## src/hdl/rdc_pkg.sv

```systemverilog
package rdc_pkg;

  localparam int VALUE_BITS  = 31;
  localparam int STACK_DEPTH = 32;
  localparam int DIGIT_W     = 6;
  localparam int CHAR_W      = 7;
  localparam int STACK_AW    = $clog2(STACK_DEPTH);
  localparam int CNT_W       = $clog2(STACK_DEPTH + 1);
  localparam int BIT_CNT_W   = $clog2(VALUE_BITS);

  localparam logic [DIGIT_W-1:0] RADIX_RESET = DIGIT_W'(10);
  localparam logic [DIGIT_W-1:0] RADIX_MIN   = DIGIT_W'(2);
  localparam logic [DIGIT_W-1:0] RADIX_MAX   = DIGIT_W'(36);
  localparam logic [DIGIT_W-1:0] DEC_LIMIT   = DIGIT_W'(10);
  localparam logic [CHAR_W-1:0]  CHAR_ZERO   = CHAR_W'(48);
  localparam logic [CHAR_W-1:0]  CHAR_ALPHA  = CHAR_W'(55);

  typedef enum logic [2:0] {
    ST_IDLE,
    ST_CHECK,
    ST_DIV,
    ST_REM_PUSH,
    ST_POP_RD,
    ST_EMIT
  } state_t;

  function automatic logic [DIGIT_W-1:0] radix_in_use(input logic [DIGIT_W-1:0] r);
    logic [DIGIT_W-1:0] res;
    if (r < RADIX_MIN) begin
      res = RADIX_MIN;
    end else if (r > RADIX_MAX) begin
      res = RADIX_MAX;
    end else begin
      res = r;
    end
    return res;
  endfunction

  function automatic logic [CHAR_W-1:0] ascii_of(input logic [DIGIT_W-1:0] d);
    logic [CHAR_W-1:0] res;
    if (d < DEC_LIMIT) begin
      res = CHAR_W'(d) + CHAR_ZERO;
    end else begin
      res = CHAR_W'(d) + CHAR_ALPHA;
    end
    return res;
  endfunction

endpackage

```

## src/hdl/radix_digit_converter_unit.sv

```systemverilog
// channel  | handshake           | payload
// ---------+---------------------+------------------------------------------
// input    | start, busy         | value
// config   | radix_wr_en         | radix_wr_data
// result   | digit_strobe        | digit_value, digit_char, last_digit
//
// while a word is in work, busy stays high through one check per digit, a
// restoring division on the shared subtract/compare unit per digit but the
// top one, a push per remainder, and for each digit a read of the stack
// memory and a state that shows the result
// rst is synchronous; it clears the sequencer and sets radix to ten
// each result stands for one cycle only; the receiver cannot stall it
module radix_digit_converter_unit (
  input  logic                          clk,
  input  logic                          rst,
  input  logic                          start,
  output logic                          busy,
  input  logic [rdc_pkg::VALUE_BITS-1:0] value,
  input  logic                          radix_wr_en,
  input  logic [rdc_pkg::DIGIT_W-1:0]    radix_wr_data,
  output logic                          digit_strobe,
  output logic [rdc_pkg::DIGIT_W-1:0]    digit_value,
  output logic [rdc_pkg::CHAR_W-1:0]     digit_char,
  output logic                          last_digit
);
  import rdc_pkg::*;

  state_t                 state, state_next;
  logic [DIGIT_W-1:0]     radix;
  logic [DIGIT_W-1:0]     base, base_next;
  logic [VALUE_BITS-1:0]  quot, quot_next;
  logic [DIGIT_W-1:0]     rem, rem_next;
  logic [BIT_CNT_W-1:0]   bit_cnt, bit_cnt_next;
  logic [CNT_W-1:0]       cnt, cnt_next;
  logic [CNT_W-1:0]       cnt_dec;

  logic                   push_en;
  logic [DIGIT_W-1:0]     push_data;
  logic                   rd_en;
  logic [DIGIT_W-1:0]     rd_data;
  logic [DIGIT_W-1:0]     stack_mem [STACK_DEPTH];

  logic [DIGIT_W:0]       trial;
  logic [DIGIT_W:0]       trial_diff;
  logic                   trial_ge;
  logic                   stack_room;

  // shared subtract/compare unit
  assign trial      = {rem, quot[VALUE_BITS-1]};
  assign trial_diff = trial - {1'b0, base};
  assign trial_ge   = trial >= {1'b0, base};
  assign stack_room = cnt < CNT_W'(STACK_DEPTH);
  assign cnt_dec    = cnt - CNT_W'(1);

  always_ff @(posedge clk) begin
    if (rst) begin
      radix <= RADIX_RESET;
    end else if (radix_wr_en) begin
      radix <= radix_wr_data;
    end
  end

  always_ff @(posedge clk) begin
    if (rst) begin
      state <= ST_IDLE;
      cnt   <= '0;
    end else begin
      state <= state_next;
      cnt   <= cnt_next;
    end
  end

  always_ff @(posedge clk) begin
    base    <= base_next;
    quot    <= quot_next;
    rem     <= rem_next;
    bit_cnt <= bit_cnt_next;
  end

  always_ff @(posedge clk) begin
    if (push_en) begin
      stack_mem[cnt[STACK_AW-1:0]] <= push_data;
    end
    if (rd_en) begin
      rd_data <= stack_mem[cnt_dec[STACK_AW-1:0]];
    end
  end

  always_comb begin
    state_next   = state;
    base_next    = base;
    quot_next    = quot;
    rem_next     = rem;
    bit_cnt_next = bit_cnt;
    cnt_next     = cnt;
    push_en      = 1'b0;
    push_data    = rem;
    rd_en        = 1'b0;
    unique case (state)
      ST_IDLE: begin
        if (start) begin
          base_next  = radix_in_use(radix);
          quot_next  = value;
          cnt_next   = '0;
          state_next = ST_CHECK;
        end
      end
      ST_CHECK: begin
        if (quot < {{(VALUE_BITS-DIGIT_W){1'b0}}, base}) begin
          // top digit
          push_data  = quot[DIGIT_W-1:0];
          push_en    = stack_room;
          if (stack_room) begin
            cnt_next = cnt + CNT_W'(1);
          end
          state_next = ST_POP_RD;
        end else begin
          rem_next     = '0;
          bit_cnt_next = BIT_CNT_W'(VALUE_BITS - 1);
          state_next   = ST_DIV;
        end
      end
      ST_DIV: begin
        rem_next     = trial_ge ? trial_diff[DIGIT_W-1:0] : trial[DIGIT_W-1:0];
        quot_next    = {quot[VALUE_BITS-2:0], trial_ge};
        bit_cnt_next = bit_cnt - BIT_CNT_W'(1);
        if (bit_cnt == '0) begin
          state_next = ST_REM_PUSH;
        end
      end
      ST_REM_PUSH: begin
        push_data  = rem;
        push_en    = stack_room;
        if (stack_room) begin
          cnt_next = cnt + CNT_W'(1);
        end
        state_next = ST_CHECK;
      end
      ST_POP_RD: begin
        rd_en      = 1'b1;
        cnt_next   = cnt_dec;
        state_next = ST_EMIT;
      end
      ST_EMIT: begin
        if (cnt == '0) begin
          state_next = ST_IDLE;
        end else begin
          state_next = ST_POP_RD;
        end
      end
      default: begin
        state_next = ST_IDLE;
      end
    endcase
  end

  assign busy         = state != ST_IDLE;
  assign digit_strobe = state == ST_EMIT;
  assign digit_value  = rd_data;
  assign digit_char   = ascii_of(rd_data);
  assign last_digit   = (state == ST_EMIT) && (cnt == '0);

endmodule

```

## config.mk

```make
export PLATFORM = sky130hd
export DESIGN_NAME = radix_digit_converter_unit
export DESIGN_NICKNAME = d
export VERILOG_FILES = /design/src/hdl/rdc_pkg.sv /design/src/hdl/radix_digit_converter_unit.sv
export SDC_FILE = /design/constraint.sdc
export NUM_CORES = 1
export LEC_CHECK = 0
export BUFFER_PORTS_ARGS = -buffer_cell sky130_fd_sc_hd__buf_2
export CAP_MARGIN = 15
export CORE_UTILIZATION = 45
export DETAILED_ROUTE_END_ITERATION = 6
export SETUP_SLACK_MARGIN = 0.1
export SLEW_MARGIN = 10
export SYNTH_ARGS = -nofsm -noshare
export SYNTH_HDL_FRONTEND = slang
export SYNTH_SLANG_ARGS = --single-unit
```

## constraint.sdc

```tcl
create_clock -name clk -period 3.3 [get_ports clk]
set_input_delay 0.495 -clock clk [delete_from_list [all_inputs] [get_ports clk]]
set_output_delay 0.495 -clock clk [all_outputs]
set_load 0.1 [all_outputs]
```

==> summary.txt, run 1 <==
Critical path
  – CP top delay family: simple AND/OR/NAND/NOR gates
  – CP Max Fanout: 8
  – CP Cell Sequence: ha_1 -> a211oi_1 -> nand4_1 -> a211oi_2 -> nor2_2 -> or4b_4 -> nor2_1
  – Type of origin of the critical path: flop
  – Critical path required time: 3.46 ns
  – Bufs and invs on worst path: 0
  – Crit path capture type: flop
  – Critical Path Max Stage Delay: 0.68 ns
  – Critical path class: flop to flop
  – CP max stage cell: or4b_4
  – Worst EP arrival: 3.30 ns

Drt
  – Drt wl/cell: 21.40 um
  – 1st-iter DRT viols: 515
  – DR vias: 6834
  – # DRC: 0
  – Post-route ant nets: 0
  – DRT Wirelength: 25.96 mm
  – TritonRoute pass-1 iters: 5
  – Vias per cell: 5.634

STA
  – Final Hold Vio Count: 0
  – RSZ-0062 raised after global routing: yes
  – Setup Skew: 0.01704 ns
  – Max frequency: 318.5 MHz
  – Final setup vio count: 0
  – Max-slew violation count: 0
  – Fin crit share: 95.13%
  – Hold_ws: 0.1742 ns
  – Rel. slew slack: 29.90%
  – Tmin final: 3.139 ns
  – Setup WS post-layout: 0.1606 ns
  – Slew @ Worst Pin: 1.047 ns

Yosys
  – Yosys top cell area share: 64.68%
  – Simple-gate share of the synthesized area: 11.02%
  – Top FF cell, synth: edfxtp_1
  – Largest family of logic cells by synthesized area: simple AND/OR/NAND/NOR gates
  – Sequential area share after synthesis: 67.31%
  – XOR/XNOR share of the synthesized area: 1.304%
  – Yosys top cell by area: edfxtp_1
  – EDFF count, synth: 246
  – Post-Syn Instances: 801
  – Top post-synthesis cells by area: edfxtp_1 65%, mux4_2 9.5%, nand2_1 5.4%
  – Mux contribution to synthesized area: 10.48%
  – Synth Register Bits: 261
  – Synthesized Nets: 863
  – Cell Area, Synth: 11420 um^2
  – Commonest cells in the netlist: 246 x edfxtp_1, 165 x nand2_1, 58 x nor2_1, 48 x mux4_2, 36 x a21oi_1
  – Post-synthesis compound-gate area fraction: 4.974%
  – Synth unique cells: 54
  – Top-count cell post-synth: edfxtp_1
  – Post-Synth Adder-Cell Area: 2.454%
  – Yosys Warn Count: 0
  – Async S/R FF share, synth: 0%
  – Mapped Avg Cell Area: 14.26 um^2

Clock tree
  – Post-CTS Setup Inserts: 0
  – Clock slew at reported path FFs: 0.06 ns
  – # clock sinks: 261
  – CTS tree: yes
  – Worst-Skew Late Latency: 0.53 ns
  – Number of CTS-inserted buffers: 28
  – Longest Clk Path Bufs: 3
  – Clock root cell: clkbuf_16
  – # H-tree levels: 1

Floorplan
  – Die area: 26020 um^2
  – I/O Pins: 57
  – Die height: 161.3 um
  – Core ar.: 24600 um^2
  – Rows: 57
  – DIE WIDTH: 161.3 um
  – Initial core utilization: 46.42%

Status
  – Status: finished, final reports clean

Pwr
  – Pleak: 4.591 nW
  – Overall Power: 7.958 mW
  – PD cells: 599.5 nW/um^2
  – Largest vdd supply drop: 0.3147 mV

Place
  – Routability cong.: 0.9048
  – I/O Buffers: 56
  – Pre-CTS WS: 0.1375 ns
  – Post-DP HPWL: 17.19 mm

Global routing
  – Vias in the first global route: 7183
  – GR Overflow Total: 0
  – Global-route wire length before repair: 40.63 mm
  – Total GRT Usage: 20.55%
  – Pin count of the biggest net entering global routing: 51
  – Initial antenna violation count: 0

Hold path
  – Hold Crit Class: input pin to flop

Layout
  – Nets: 930
  – Diode count: 0
  – Share of cells above drive strength 1: 24.18%
  – Area grow syn2layout: 16.24%

Run
  – Max Cap Viol: 0
flip-flops by register name, summed over array words and instances (netlist names):
register	flops
quot	31
rem	6
base	6
cnt	6
digit_value	6
bit_cnt	5
stack_mem	192
radix	6
state	3
repair_timing:
action                                  4_1_cts  5_1_grt
gates resized for setup                       0       19
hold buffers                                  0        0
endpoints found under the hold margin         0        0
endpoints found under the setup margin        0      163
stage by stage:
stage	cells	setup TNS [ns]	util, %	cell area (um^2)
2_1_floorplan	801	-0.5991	-	11510
3_3_place_gp	1162	0	49.95	12290
3_5_place_dp	1162	0	49.95	12290
4_1_cts	1213	0	53.74	13220
5_1_grt	1213	0	53.95	13280
6_report	1213	0	53.95	13280
worst reg2reg max path: cells and delay by family, from the launching register on:
family / cells / cell delay (ns)
DFF: 1 / 0.42
adders and majority gates: 1 / 0.31
AOI/OAI and AO/OA: 2 / 0.57
and+or+nand+nor: 4 / 1.48
routing by layer:
| metal | share of wire, % | vias up | GRT usage (%) |
|---|---|---|---|
| met5 | 0 | - | 0 |
| met2 | 51 | 241 | 35.80 |
| met4 | 2.0 | 0 | 6.046 |
| met1 | 42 | 3421 | 26.93 |
| li1 | - | 3138 | - |
| met3 | 5.2 | 34 | 2.696 |
area by class of cell:
type / instances / area (um^2)
Timing Repair Buffer: 79 / 543.0
Inverter: 24 / 90.09
Multi-Input combinational cell: 474 / 3613
Clock inverter: 19 / 195.2
Sequential cell: 261 / 7691
Fill cell: 2025 / 11330
Clock buffer: 32 / 737.0
Tap cell: 324 / 405.4
where the power goes:
| group | internal, mW | switching, mW | leakage (nW) | total (mW) |
|---|---|---|---|---|
| clock | 1.90 | 1.24 | 0.451 | 3.14 |
| sequential | 3.79 | 0.0766 | 2.36 | 3.86 |
| combinational | 0.357 | 0.599 | 1.78 | 0.956 |
cell families (layout without fill, tap and decap cells):
family | after synthesis | after routing
AOI/OAI and AO/OA | 91 | 91
muxes | 59 | 59
buffers and inverters | 66 | 154
DFF | 261 | 261
xor gates and xnor gates | 17 | 17
adders and majority gates | 22 | 22
and+or+nand+nor | 285 | 285
layout by cell type, fill, tap and decap left out, types with 4 or more instances in the layout:
cell       count
nor2_2        20
mux2_2         5
a211oi_1       8
mux4_2        48
nand2_1      165
clkinv_2       6
ha_1          19
buf_2         55
inv_1         24
a21oi_1       36
nor2b_1        7
a31oi_1        5
dfxtp_1       14
buf_12         7
nor3_1         8
bufinv_16      4
clkinv_1       6
buf_4         16
or4_1          7
mux2i_1        5
nor2_1        40
o21ai_0       15
clkbuf_16     29
nor4_1         7
edfxtp_1     246
nand3_1        9
xnor2_1       10
final timing paths:
check | from | endpoint | slack (ns) | cells after the start
min reg2reg | radix[0] | radix[0] | 0.52 | 2
max | quot[5] | stack_mem[21][0] | 0.16 | 7
min | radix_wr_data[3] | radix[3] | 0.17 | 2
max reg2reg | quot[5] | stack_mem[21][0] | 0.16 | 7
No activity file was read; power rests on OpenSTA's default activity.
==> inputs of run 2 (changes only) <==
--- a/config.mk
+++ b/config.mk
@@ -7,8 +7,9 @@
 export LEC_CHECK = 0
 export BUFFER_PORTS_ARGS = -buffer_cell sky130_fd_sc_hd__buf_2
 export CAP_MARGIN = 15
-export CORE_UTILIZATION = 45
+export CORE_UTILIZATION = 55
 export DETAILED_ROUTE_END_ITERATION = 6
+export PLACE_DENSITY = 0.76
 export SETUP_SLACK_MARGIN = 0.1
 export SLEW_MARGIN = 10
 export SYNTH_ARGS = -nofsm -noshare
==> summary.txt, run 2 (same netlist as run 1, synthesis figures left out) <==
Status
  – Status: finished, final reports clean

Critical path
  – R2R cell count: 7
  – CP top delay family: simple AND/OR/NAND/NOR gates
  – CP Cell Sequence: ha_1 -> a211oi_1 -> nand4_1 -> a211oi_2 -> nor2_2 -> or4_1 -> nor2_1
  – Type of origin of the critical path: flop
  – CP max stage cell: or4_1
  – Critical Path Max Stage Delay: 0.65 ns
  – Worst EP arrival: 3.27 ns
  – CP Max Fanout: 8
  – Bufs and invs on worst path: 0
  – Critical path class: flop to flop
  – Flop2flop setup slack: 0.20 ns
  – Reg-to-Reg End: stack_mem[31][1]
  – Worst r2r src: quot[5]
  – Critical path required time: 3.46 ns
  – Crit path capture type: flop

Hold path
  – Hold Path Cell Cnt: 2
  – Hold path startpoint: radix_wr_data[1]
  – End of the worst hold path: radix[1]
  – Hold Crit Class: input pin to flop

STA
  – Setup Skew: 0.01276 ns
  – Fin crit share: 94.02%
  – Max frequency: 322.3 MHz
  – Rel. slew slack: 47.82%
  – Hold_ws: 0.1707 ns
  – Slew @ Worst Pin: 0.7827 ns
  – Final Hold Vio Count: 0
  – RSZ-0062 raised after global routing: yes
  – Final setup vio count: 0
  – Max-slew violation count: 0
  – Tmin final: 3.103 ns
  – Setup WS post-layout: 0.1975 ns

Layout
  – Area grow syn2layout: 13.78%
  – Commonest non-fill, non-tap cell in the layout: edfxtp_1
  – Most frequent cells in the layout: 246 x edfxtp_1, 165 x nand2_1, 56 x buf_2
  – Diode count: 0
  – Nets: 926
  – Share of cells above drive strength 1: 21.91%
  – Final instance area: 13000 um^2
  – Max reg flops: 192
  – Final Core Density: 64.02%
  – # fillers: 1482

Drt
  – Vias per cell: 5.939
  – Drt wl/cell: 20.92 um
  – DRT Wirelength: 24.08 mm
  – Post-route ant nets: 0
  – DR vias: 6836
  – 1st-iter DRT viols: 603
  – TritonRoute pass-1 iters: 5
  – # DRC: 0

Clock tree
  – # clock sinks: 261
  – Longest Clk Path Bufs: 3
  – Resize count post-CTS: 0
  – # hold bufs at CTS: 0
  – Worst-Skew Late Latency: 0.53 ns
  – Number of CTS-inserted buffers: 26
  – CTS tree: yes
  – Clock root cell: clkbuf_16
  – Clock slew at reported path FFs: 0.06 ns
  – Post-CTS Setup Inserts: 0
  – # H-tree levels: 1

Floorplan
  – I/O Pins: 57
  – Die height: 146.1 um
  – Core ar.: 20300 um^2
  – DIE WIDTH: 146.1 um
  – Die area: 21350 um^2
  – Initial core utilization: 56.26%
  – Rows: 52

Pwr
  – Largest vdd supply drop: 0.4764 mV
  – Pleak: 4.525 nW
  – PD cells: 598.7 nW/um^2

Global routing
  – GR Overflow Total: 0
  – Initial antenna violation count: 0
  – Pin count of the biggest net entering global routing: 49
  – Total GRT Usage: 23.38%
  – Vias in the first global route: 6883
  – Global-route wire length before repair: 38.13 mm

Place
  – Post-DP HPWL: 15.43 mm
  – Placed cell area: 12130 um^2
  – Routability cong.: 0.8393
  – Pre-CTS WS: 0.2048 ns
  – I/O Buffers: 56

Run
  – Max Cap Viol: 0
run 2: cell count changes in the layout (fill, tap and decap cells not counted), moves of 2 or more:
cell / before / now
buf_4: 16 / 20
buf_12: 7 / 1
nor2_2: 20 / 5
clkbuf_1: 3 / 5
clkinv_1: 6 / 2
nor2_1: 40 / 55
clkbuf_16: 29 / 27
run 2: area by class of cell:
class                           instances  area, um^2  share of cell area, %
Inverter                               24       90.09                 0.6932
Clock buffer                           32       694.4                  5.344
Clock inverter                         13       167.7                  1.290
Multi-Input combinational cell        474        3563                  27.42
Tap cell                              270       337.8                  2.600
Sequential cell                       261        7691                  59.19
Timing Repair Buffer                   77       450.4                  3.466
run 2: metrics by stage:
stage | TNS (ns) | total power, mW | std cells
3_3_place_gp | 0 | 4.822 | 1106
5_1_grt | 0 | 8.021 | 1151
6_report | 0 | 7.780 | 1151
2_1_floorplan | -0.5991 | 4.544 | 801
3_5_place_dp | 0 | 4.838 | 1106
4_1_cts | 0 | 7.800 | 1151
run 2: power by group:
| part | switching (mW) | internal, mW | leakage [nW] |
|---|---|---|---|
| Clock | 1.20 | 1.80 | 0.418 |
| Sequential | 0.0676 | 3.79 | 2.36 |
| Combinational | 0.596 | 0.334 | 1.74 |
| Total | 1.86 | 5.92 | 4.52 |
run 2: how the worst max path moves through the flow:
stage,from,end,cells after the start
after floorplan,digit_value[4],digit_char[4],6
after global placement,quot[5],stack_mem[13][5],7
after detailed placement,quot[5],stack_mem[31][2],7
after CTS,quot[5],stack_mem[31][1],7
after global routing,base[5],stack_mem[31][0],8
final,quot[5],stack_mem[31][1],7
run 2: routing by layer:
layer  global-route usage, %  up-vias  part of all wire, %
met1                   31.90     3435                   43
met2                   39.62      247                   49
met3                   3.469       33                  6.2
met4                   6.406        0                  1.8
li1                        -     3121                    -
met5                       0        -                    0
==> inputs of run 3 (changes only) <==
--- a/config.mk
+++ b/config.mk
@@ -7,9 +7,9 @@
 export LEC_CHECK = 0
 export BUFFER_PORTS_ARGS = -buffer_cell sky130_fd_sc_hd__buf_2
 export CAP_MARGIN = 15
-export CORE_UTILIZATION = 55
+export CORE_UTILIZATION = 65
 export DETAILED_ROUTE_END_ITERATION = 6
-export PLACE_DENSITY = 0.76
+export PLACE_DENSITY = 0.84
 export SETUP_SLACK_MARGIN = 0.1
 export SLEW_MARGIN = 10
 export SYNTH_ARGS = -nofsm -noshare
==> constraint.sdc (replaced) <==
create_clock -name clk -period 3.8 [get_ports clk]
set_input_delay 0.57 -clock clk [delete_from_list [all_inputs] [get_ports clk]]
set_output_delay 0.57 -clock clk [all_outputs]
set_load 0.1 [all_outputs]
==> summary.txt, run 3 (same netlist as run 1, synthesis figures left out) <==
Status
  – Status: finished, final reports clean

STA
  – Max frequency: 303.2 MHz
  – Final Hold Vio Count: 0
  – Setup Skew: 0.02048 ns
  – Final setup vio count: 0
  – Hold_ws: 0.2527 ns
  – Slew @ Worst Pin: 0.7473 ns
  – Tmin final: 3.298 ns
  – Rel. slew slack: 50.18%
  – Fin crit share: 86.80%
  – Max-slew violation count: 0
  – RSZ-0062 raised after global routing: no
  – Setup TNS: 0 ns
  – Setup WS post-layout: 0.5017 ns

Layout
  – Final Core Density: 74.22%
  – Nets: 914
  – Max reg flops: 192
  – Area grow syn2layout: 12.02%
  – Most frequent cells in the layout: 246 x edfxtp_1, 165 x nand2_1, 58 x nor2_1
  – Diode count: 0
  – Cell Count, Final, Fillers Out: 1096
  – Commonest non-fill, non-tap cell in the layout: edfxtp_1
  – Final instance area: 12790 um^2
  – Share of cells above drive strength 1: 20.55%

Clock tree
  – Longest Clk Path Bufs: 3
  – Worst-Skew Late Latency: 0.53 ns
  – # clock sinks: 261
  – Post-CTS Setup Inserts: 0
  – Resize count post-CTS: 0
  – # H-tree levels: 1
  – CTS tree: yes
  – Clock root cell: clkbuf_16
  – Number of CTS-inserted buffers: 26
  – Clock slew at reported path FFs: 0.06 ns
  – # hold bufs at CTS: 0

Global routing
  – Initial antenna violation count: 0
  – Total GRT Usage: 29.76%
  – Layer with the highest usage: met2
  – Grt met2 use: 48.79%
  – GR Overflow Total: 0
  – Global-route wire length before repair: 39.76 mm
  – Met3 Usage GRT: 4.167%
  – Vias in the first global route: 6949
  – Pin count of the biggest net entering global routing: 39
  – Met1 usage: 41.94%

Pwr
  – Overall Power: 6.776 mW
  – Clock power frac: 38.4%
  – Sequential share of power: 49.5%
  – Largest vdd supply drop: 0.4512 mV
  – Pleak: 4.445 nW
  – PD cells: 529.6 nW/um^2
  – Pint: 5.083 mW
  – Comb power frac: 12.1%
  – Switching share of power: 24.98%
  – Switch Pwr: 1.693 mW

Drt
  – TritonRoute pass-1 iters: 5
  – 1st-iter DRT viols: 940
  – DR vias: 7212
  – DRT Wirelength: 25.98 mm
  – Post-route ant nets: 0
  – Vias per cell: 6.580
  – # DRC: 0
  – Drt wl/cell: 23.71 um

Hold path
  – Hold path startpoint: radix_wr_data[1]
  – Hold Crit Class: input pin to flop

Floorplan
  – DIE WIDTH: 134.6 um
  – Rows: 48
  – Die height: 134.6 um
  – Core ar.: 17240 um^2
  – Die area: 18110 um^2
  – Initial core utilization: 66.26%
  – I/O Pins: 57

Critical path
  – Crit path capture type: output pin
  – Worst EP arrival: 2.73 ns
  – CP Max Fanout: 5
  – Worst r2r src: quot[5]
  – Critical path required time: 3.23 ns
  – Type of origin of the critical path: flop
  – Critical path class: flop to output pin
  – Setup crit start: digit_value[4]

Place
  – Placed instance count: 1049
  – Placed cell area: 11920 um^2
  – I/O Buffers: 56
  – Post-DP HPWL: 16.26 mm
  – Routability cong.: 0.8697
  – Pre-CTS WS: 0.6018 ns

Run
  – Max Cap Viol: 0
[run 3: layout make-up]
cell class	instances	area, um^2
clock buffer	30	686.9
clock inverter	17	178.9
fill	957	4443
inverter	24	90.09
multi-input combinational	474	3517
sequential	261	7691
tap	225	281.5
timing repair buffer	65	347.8
[run 3: final timing paths]
path	end	slack [ns]	cells after the start
worst max-delay path	digit_char[4]	0.50	7
worst min-delay path	radix[1]	0.25	2
worst max register to register	stack_mem[18][2]	0.60	7
worst min register to register	radix[0]	0.52	2
[run 3: worst max-delay path, stage by stage, from the launching register on]
cell      delay, ns
edfxtp_1       0.42
inv_1          0.17
ha_1           0.19
nand2_1        0.09
o21ai_1        0.47
o211ai_1       0.24
xnor2_2        0.16
buf_2          0.44
[run 3: routing by layer]
layer	part of all wire (%)	wire length, um	up-vias
met3	9.9	2571	63
met2	50	12930	482
met4	2.7	700	0
li1	-	-	3092
met1	38	9784	3575
met5	0	0	-
[run 3: power by group through the flow]
stage	registers, mW	clock network [mW]	logic (mW)
6_report	3.36	2.60	0.822
5_1_grt	3.36	2.71	0.882
4_1_cts	3.35	2.61	0.808
3_5_place_dp	3.41	0	0.794
3_3_place_gp	3.41	0	0.751
2_1_floorplan	3.38	0	0.568
